File: src/rtl/base64_stream_encoder_defines.svh
// ---------------------------------------------------------------------------
// Base64 stream encoder assertion macros
// Shared checking shorthands for the encoder's concurrent assertions.
// ---------------------------------------------------------------------------
`ifndef BASE64_STREAM_ENCODER_DEFINES_SVH
`define BASE64_STREAM_ENCODER_DEFINES_SVH

// Same-cycle implication, sampled on clk, off while in reset.
`define B64_ASSERT_IMP(lbl, ante, cons, msg) \
  lbl: assert property (@(posedge clk) disable iff (!rst_n) (ante) |-> (cons)) \
    else $error(msg);

// Next-cycle implication.
`define B64_ASSERT_NXT(lbl, ante, cons, msg) \
  lbl: assert property (@(posedge clk) disable iff (!rst_n) (ante) |=> (cons)) \
    else $error(msg);

// Invariant that holds at every edge out of reset.
`define B64_ASSERT_ALW(lbl, expr, msg) `B64_ASSERT_IMP(lbl, 1'b1, expr, msg)

`endif

File: src/rtl/b64enc_pkg.sv
// ---------------------------------------------------------------------------
// b64enc_pkg
// Types, constants and the alphabet lookup of the Base64 stream encoder.
// ---------------------------------------------------------------------------
package b64enc_pkg;

  localparam int JOBQ_DEPTH = 4;
  localparam int JOBQ_AW    = $clog2(JOBQ_DEPTH);
  localparam int JOBQ_CW    = $clog2(JOBQ_DEPTH + 1);

  localparam logic [7:0] PAD_CHAR = 8'h3D;

  // Character job: up to four symbols produced by one input byte.
  typedef struct packed {
    logic [3:0][5:0] code;      // 6-bit symbol values
    logic [3:0]      pad;       // emit '=' instead of the symbol
    logic [1:0]      last_idx;  // index of the job's last character
    logic            eom;       // last character closes the message
  } job_t;

  typedef struct packed {
    logic [1:0] phase;
    logic [3:0] left;
  } front_stat_t;

  function automatic logic [7:0] b64_char(input logic [5:0] v);
    logic [7:0] c;
    c = 8'h00;
    case (v) inside
      [6'd0:6'd25]:  c = 8'd65 + {2'b00, v};
      [6'd26:6'd51]: c = 8'd71 + {2'b00, v};
      [6'd52:6'd61]: c = {2'b00, v} - 8'd4;
      6'd62:         c = 8'h2B;
      default:       c = 8'h2F;
    endcase
    return c;
  endfunction

endpackage

File: src/rtl/b64enc_front.sv
// ---------------------------------------------------------------------------
// b64enc_front
// Accept bytes, track the group position and build character jobs.
// ---------------------------------------------------------------------------
module b64enc_front import b64enc_pkg::*; (
  input  logic        clk,
  input  logic        rst_n,
  input  logic        push_i,
  input  logic [7:0]  data_i,
  input  logic        eom_i,
  input  logic        q_full_i,
  output logic        q_wr_o,
  output job_t        job_o,
  output front_stat_t stat_o
);

  logic [1:0] phase_r, phase_nxt;
  logic [3:0] left_r, left_nxt;
  logic       acc;

  assign acc    = push_i && !q_full_i;
  assign q_wr_o = acc;
  assign stat_o = '{phase: phase_r, left: left_r};

  always_comb begin
    job_o     = '0;
    job_o.eom = eom_i;
    phase_nxt = phase_r;
    left_nxt  = left_r;
    case (phase_r)
      2'd1: begin
        job_o.code[0] = {left_r[1:0], data_i[7:4]};
        left_nxt      = data_i[3:0];
        phase_nxt     = 2'd2;
        if (eom_i) begin
          job_o.code[1] = {data_i[3:0], 2'b00};
          job_o.pad[2]  = 1'b1;
          job_o.last_idx = 2'd2;
        end
      end
      2'd2: begin
        job_o.code[0]  = {left_r, data_i[7:6]};
        job_o.code[1]  = data_i[5:0];
        job_o.last_idx = 2'd1;
        left_nxt       = 4'd0;
        phase_nxt      = 2'd0;
      end
      default: begin
        job_o.code[0] = data_i[7:2];
        left_nxt      = {2'b00, data_i[1:0]};
        phase_nxt     = 2'd1;
        if (eom_i) begin
          job_o.code[1]  = {data_i[1:0], 4'b0000};
          job_o.pad[2]   = 1'b1;
          job_o.pad[3]   = 1'b1;
          job_o.last_idx = 2'd3;
        end
      end
    endcase
    if (eom_i) begin
      left_nxt  = 4'd0;
      phase_nxt = 2'd0;
    end
  end

  always_ff @(posedge clk) begin
    if (!rst_n) begin
      phase_r <= 2'd0;
      left_r  <= 4'd0;
    end else if (acc) begin
      phase_r <= phase_nxt;
      left_r  <= left_nxt;
    end
  end

endmodule

File: src/rtl/b64enc_jobq.sv
// ---------------------------------------------------------------------------
// b64enc_jobq
// Short first-in first-out queue of character jobs.
// ---------------------------------------------------------------------------
module b64enc_jobq import b64enc_pkg::*; (
  input  logic               clk,
  input  logic               rst_n,
  input  logic               wr_i,
  input  job_t               wr_job_i,
  input  logic               rd_i,
  output job_t               head_o,
  output logic               full_o,
  output logic               empty_o,
  output logic [JOBQ_CW-1:0] count_o
);

  job_t               mem_r [JOBQ_DEPTH];
  logic [JOBQ_AW-1:0] wr_ptr_r, rd_ptr_r;
  logic [JOBQ_CW-1:0] count_r, count_nxt;
  logic               do_wr, do_rd;

  assign full_o  = (count_r == JOBQ_CW'(JOBQ_DEPTH));
  assign empty_o = (count_r == '0);
  assign count_o = count_r;
  assign head_o  = mem_r[rd_ptr_r];
  assign do_wr   = wr_i && !full_o;
  assign do_rd   = rd_i && !empty_o;

  always_comb begin
    count_nxt = count_r;
    if (do_wr && !do_rd) count_nxt = count_r + 1'b1;
    else if (do_rd && !do_wr) count_nxt = count_r - 1'b1;
  end

  always_ff @(posedge clk) begin
    if (!rst_n) begin
      wr_ptr_r <= '0;
      rd_ptr_r <= '0;
      count_r  <= '0;
    end else begin
      if (do_wr) wr_ptr_r <= wr_ptr_r + 1'b1;
      if (do_rd) rd_ptr_r <= rd_ptr_r + 1'b1;
      count_r <= count_nxt;
    end
  end

  always_ff @(posedge clk) begin
    if (do_wr) mem_r[wr_ptr_r] <= wr_job_i;
  end

endmodule

File: src/rtl/b64enc_back.sv
// ---------------------------------------------------------------------------
// b64enc_back
// Walk the head job into the output register, one character per cycle while that register is empty or popped.
// ---------------------------------------------------------------------------
module b64enc_back import b64enc_pkg::*; (
  input  logic       clk,
  input  logic       rst_n,
  input  job_t       head_i,
  input  logic       q_empty_i,
  output logic       q_rd_o,
  output logic [1:0] idx_o,
  input  logic       pop_i,
  output logic       empty_o,
  output logic [7:0] char_o,
  output logic       final_o
);

  logic       out_valid_r;
  logic [7:0] char_r;
  logic       final_r;
  logic [1:0] idx_r;
  logic       adv, take, at_last;

  assign adv     = !out_valid_r || pop_i;
  assign take    = adv && !q_empty_i;
  assign at_last = (idx_r == head_i.last_idx);
  assign q_rd_o  = take && at_last;
  assign idx_o   = idx_r;
  assign empty_o = !out_valid_r;
  assign char_o  = char_r;
  assign final_o = final_r;

  always_ff @(posedge clk) begin
    if (!rst_n) begin
      out_valid_r <= 1'b0;
      idx_r       <= 2'd0;
    end else if (adv) begin
      out_valid_r <= !q_empty_i;
      if (take) idx_r <= at_last ? 2'd0 : idx_r + 2'd1;
    end
  end

  always_ff @(posedge clk) begin
    if (take) begin
      char_r  <= head_i.pad[idx_r] ? PAD_CHAR : b64_char(head_i.code[idx_r]);
      final_r <= head_i.eom && at_last;
    end
  end

endmodule

File: src/rtl/base64_stream_encoder.sv
// ---------------------------------------------------------------------------
// base64_stream_encoder
// Streaming Base64 encoder, standard alphabet with '=' padding.
// ---------------------------------------------------------------------------
//  channel | direction | handshake          | payload
//  --------+-----------+--------------------+-------------------------------
//  in      | input     | in_push / in_full  | in_data_byte, in_end_of_message
//  out     | output    | out_pop / out_empty| out_char, out_final_char
//
//  One byte enters per cycle while the job queue has room; the output side
//  delivers one character per cycle while it is popped, and a byte yields
//  one to four characters (about 1.33 on average, four on a last byte in
//  phase zero). The character walker sets the sustained rate.
//  Reset is synchronous and active low; it clears the group state, the
//  job queue and the output valid flag. Either side may stall on its own.
// ---------------------------------------------------------------------------
`include "base64_stream_encoder_defines.svh"

module base64_stream_encoder import b64enc_pkg::*; (
  input  logic       clk,
  input  logic       rst_n,
  input  logic       in_push,
  output logic       in_full,
  input  logic [7:0] in_data_byte,
  input  logic       in_end_of_message,
  output logic       out_empty,
  input  logic       out_pop,
  output logic [7:0] out_char,
  output logic       out_final_char
);

  // Front to queue: one job per accepted byte.
  job_t               wr_job;
  logic               q_wr;
  front_stat_t        fstat;

  // Queue to back: head job and its status.
  job_t               head_job;
  logic               q_full, q_empty, q_rd;
  logic [JOBQ_CW-1:0] q_count;
  logic [1:0]         back_idx;

  // Input stalls only on a full job queue.
  assign in_full = q_full;

  b64enc_front u_front (
    .clk      (clk),
    .rst_n    (rst_n),
    .push_i   (in_push),
    .data_i   (in_data_byte),
    .eom_i    (in_end_of_message),
    .q_full_i (q_full),
    .q_wr_o   (q_wr),
    .job_o    (wr_job),
    .stat_o   (fstat)
  );

  b64enc_jobq u_jobq (
    .clk      (clk),
    .rst_n    (rst_n),
    .wr_i     (q_wr),
    .wr_job_i (wr_job),
    .rd_i     (q_rd),
    .head_o   (head_job),
    .full_o   (q_full),
    .empty_o  (q_empty),
    .count_o  (q_count)
  );

  // Drain the head job; hold the output character until it is popped.
  b64enc_back u_back (
    .clk       (clk),
    .rst_n     (rst_n),
    .head_i    (head_job),
    .q_empty_i (q_empty),
    .q_rd_o    (q_rd),
    .idx_o     (back_idx),
    .pop_i     (out_pop),
    .empty_o   (out_empty),
    .char_o    (out_char),
    .final_o   (out_final_char)
  );

  // Group phase only counts bytes zero to two.
  `B64_ASSERT_ALW(a_phase_range, fstat.phase != 2'd3, "group phase reached three")
  // Queue occupancy stays within its depth.
  `B64_ASSERT_ALW(a_q_count, q_count <= JOBQ_CW'(JOBQ_DEPTH), "job queue overfilled")
  // The walker never steps past the head job's last character.
  `B64_ASSERT_IMP(a_idx_bound, !q_empty, back_idx <= head_job.last_idx,
    "character index beyond job")
  // An accepted byte leaves a job waiting.
  `B64_ASSERT_NXT(a_push_lands, in_push && !in_full, !q_empty, "accepted byte lost")

endmodule
File: config.mk
export PLATFORM = sky130hd
export DESIGN_NAME = base64_stream_encoder
export DESIGN_NICKNAME = d
export VERILOG_FILES = /design/src/rtl/b64enc_pkg.sv /design/src/rtl/b64enc_front.sv /design/src/rtl/b64enc_jobq.sv /design/src/rtl/b64enc_back.sv /design/src/rtl/base64_stream_encoder.sv
export VERILOG_INCLUDE_DIRS = /design/src /design/src/rtl
export SDC_FILE = /design/constraint.sdc
export NUM_CORES = 1
export LEC_CHECK = 0
export BUFFER_PORTS_ARGS = -buffer_cell sky130_fd_sc_hd__buf_2
export CAP_MARGIN = 10
export CORE_MARGIN = 3
export CORE_UTILIZATION = 55
export DETAILED_ROUTE_END_ITERATION = 10
export HOLD_SLACK_MARGIN = 0.02
export PLACE_DENSITY = 0.76
export SYNTH_ARGS = -nofsm -noshare
export SYNTH_HDL_FRONTEND = slang
export SYNTH_SLANG_ARGS = --single-unit
File: constraint.sdc
create_clock -name clk -period 5.8 [get_ports clk]
set_input_delay 0.29 -clock clk [delete_from_list [all_inputs] [get_ports clk]]
set_output_delay 0.29 -clock clk [all_outputs]
set_load 0.02 [all_outputs]
==> results.py <==
metrics = {
    "run_status": {
        "status": "completed",
    },
    "timing": {
        "setup_violations": 0,
        "finalSetupTns_ns": 0,
        "fin_crit_sh_pct": 70.4,
        "slew_headroom_pct": 42.4,
        "worstMarginPinSlew_ns": 0.865,
        "finClkSkew_ns": 0.00854,
        "max_clock_freq_mhz": 245,
        "finalHoldViolCount": 0,
        "min_period_ns": 4.09,
        "slew_violations": 0,
        "rsz0062_at_grt": "no",
    },
    "die": {
        "io_pins": 24,
        "die_w_microns": 97.2,
        "rows": 32,
        "core_sq_um": 7890,
        "dieArea_sq_um": 9440,
        "initial_core_util_pct": 57.9,
        "die_height_microns": 97.2,
    },
    "critical_path": {
        "worstSetupEndpointType": "flip-flop",
        "slowest_delay_ns": 0.87,
        "crit_arrival_ns": 4.17,
        "critPathKind": "reg -> reg",
        "worstPathRequired_ns": 5.89,
        "slowest_stage": "dfxtp_1",
        "cp_max_fo": 16,
        "critPathTopFamily": "simple AND/OR/NAND/NOR gates",
        "crit_chain": "mux4_1 > nor2_1 > or4_1 > inv_1 > ha_1 > a21oi_1 > a21o_1 > o21ai_0 > nor2_1 > or4_1",
        "path_buf_inv": 1,
        "cp-start-kind": "flip-flop",
    },
    "synth": {
        "yosys-top-cells-count": "edfxtp_1 (77), nand2_1 (29), dfxtp_1 (18)",
        "synth.most_common_cell": "edfxtp_1",
        "synth.area.top_cells": "edfxtp_1 (51%), dfxtp_1 (7.9%), mux4_1 (6.9%)",
        "syn-num-nets": 369,
        "yosys_register_bits": 95,
        "synth-edff-count": 77,
        "netlist.area_leader.share_pct": 50.6,
        "synth_area_sq_um": 4570,
        "yosysUniqueCellTypes": 51,
        "syn_avg_cell_area_sq_um": 13.5,
        "synthCells": 339,
        "ys_seq_area_share_pct": 58.5,
        "yosys_warnings": 0,
        "async_flop_share_pct": 0,
        "ys.flop_type": "edfxtp_1",
        "synth_top_area_cell": "edfxtp_1",
    },
    "clock_tree": {
        "cts.sinks": 95,
        "holdBufCountCts": 0,
        "h-tree-depth": 3,
        "path_clk_slew_ns": 0.09,
        "cts_resized": 0,
        "post_cts_buffers": 0,
        "cts_buffers": 9,
        "clkLatencyLatePin_ns": 0.34,
        "clockBufferDepth": 2,
        "cts_root_buf": "clkbuf_8",
        "cts_tree": "built",
    },
    "drt": {
        "wirelength_mm": 7.96,
        "first_iter_violations": 191,
        "wire_per_inst_microns": 17.1,
        "antenna_left": 0,
        "remaining_drc_errors": 0,
        "viasPerCell": 5.88,
        "dr.pass1.iters": 4,
        "num_vias": 2747,
    },
    "cells_and_area": {
        "layout-drive-gt1-share_pct": 14.0,
        "stdcell_area_sq_um": 4970,
        "syn2layout_area_growth_pct": 8.68,
        "antenna_cells": 0,
        "final_nets": 390,
    },
    "power": {
        "powerDensity_nw_per_um2": 501,
        "p_leak_nw": 1.77,
        "vdd_drop_max_v": 0.000231,
    },
    "job": {
        "cap_violations": 0,
    },
    "global_routing": {
        "grt-ovfl-total": 0,
        "first_global_vias": 2653,
        "grt_pass1_wl_mm": 13.6,
        "grt_max_degree": 24,
        "antenna_found_initial": 0,
        "track_usage_pct": 18.2,
    },
    "placed_design": {
        "place_congestion": 0.939,
        "hpwl_mm": 5.62,
        "port_buffers": 23,
        "place_area_sq_um": 4750,
    },
    "hold_path": {
        "hold_class": "in -> reg",
    },
}
## worst paths after layout
path	start	endpoint	slack, ns	depth (start not counted)
min	out_pop	u_back.out_valid_r	0.22	4
min reg2reg	u_front.left_r[3]	u_front.left_r[3]	0.47	2
max	flip-flop	u_back.char_o[4]	1.71	10
max reg2reg	flip-flop	u_back.char_o[4]	1.71	10
## area by class of cell
type,count,area (sq um)
Inverter,14,52.6
Clock inverter,1,7.51
Multi-Input combinational cell,215,1770
Fill cell,587,2920
Timing Repair Buffer,25,130
Sequential cell,95,2670
Clock buffer,15,206
Tap cell,102,128
## state kept, by name (all words and copies together), names as in the netlist, named ones only
| name | count |
|---|---|
| u_jobq.count_o | 3 |
| u_back.out_valid_r | 1 |
| u_back.char_o | 8 |
| u_front.phase_r | 2 |
| u_back.idx_o | 2 |
| u_jobq.mem_r | 68 |
| u_jobq.wr_ptr_r | 2 |
| u_jobq.rd_ptr_r | 2 |
| u_front.left_r | 4 |
| u_back.final_o | 1 |
## metrics by stage
step	worst slack, ns	power, W	instances	hold WS, ns	util, %
after floorplan	2.70	0.00181	339	0.389	-
after global placement	1.88	0.00203	451	0.458	60.2
after detailed placement	1.75	0.00207	451	0.459	60.2
after CTS	1.76	0.00250	467	0.192	63.0
after global routing	1.31	0.00267	467	0.212	63.0
final	1.71	0.00249	467	0.223	63.0
## cell usage in the layout (no fill, tap or decap), drive strengths merged, types with 5 or more instances in the layout
cell type  netlist  final
xnor2           10     10
ha              16     16
mux2i            9      9
clkbuf          10     15
buf              5     25
inv             14     14
edfxtp          77     77
a21boi           9      9
o21ai           15     15
a21oi           11     11
and2            17     17
nor2b            8      8
a22oi            7      7
mux4            14     14
dfxtp           18     18
nor2            13     13
nand3            8      8
nand2           29     29
nor3             5      5
## report_power, final
part	leakage [nW]	internal, W	switching, W	total, W
Clock	0.108	0.000227	0.000206	0.000433
Combinational	0.797	0.000433	0.000644	0.00108
Sequential	0.861	0.000906	0.0000730	0.000979
Total	1.77	0.00157	0.000923	0.00249
## layer usage
layer  GRT usage, %  share of wire, %
met5              0                 0
met4           6.37              0.97
met3           3.88               4.8
met2           30.1                49
met1           23.9                45
## cell families (layout without fill, tap and decap cells)
group	Yosys count	after routing	share of synthesized area (%)
fa+ha+maj	17	17	4.82
xor+xnor	11	11	2.11
mux	24	24	10.1
simple gates	96	96	10.9
flops	95	95	58.5
compound gates	67	67	10.8
buf+inv	29	55	2.79
## worst min-delay path, cell delays in order
cell and delay, ns:
buf_2 0.07, inv_1 0.04, nand2_1 0.05, a21boi_0 0.06
Power figures use the tool's default switching activity.
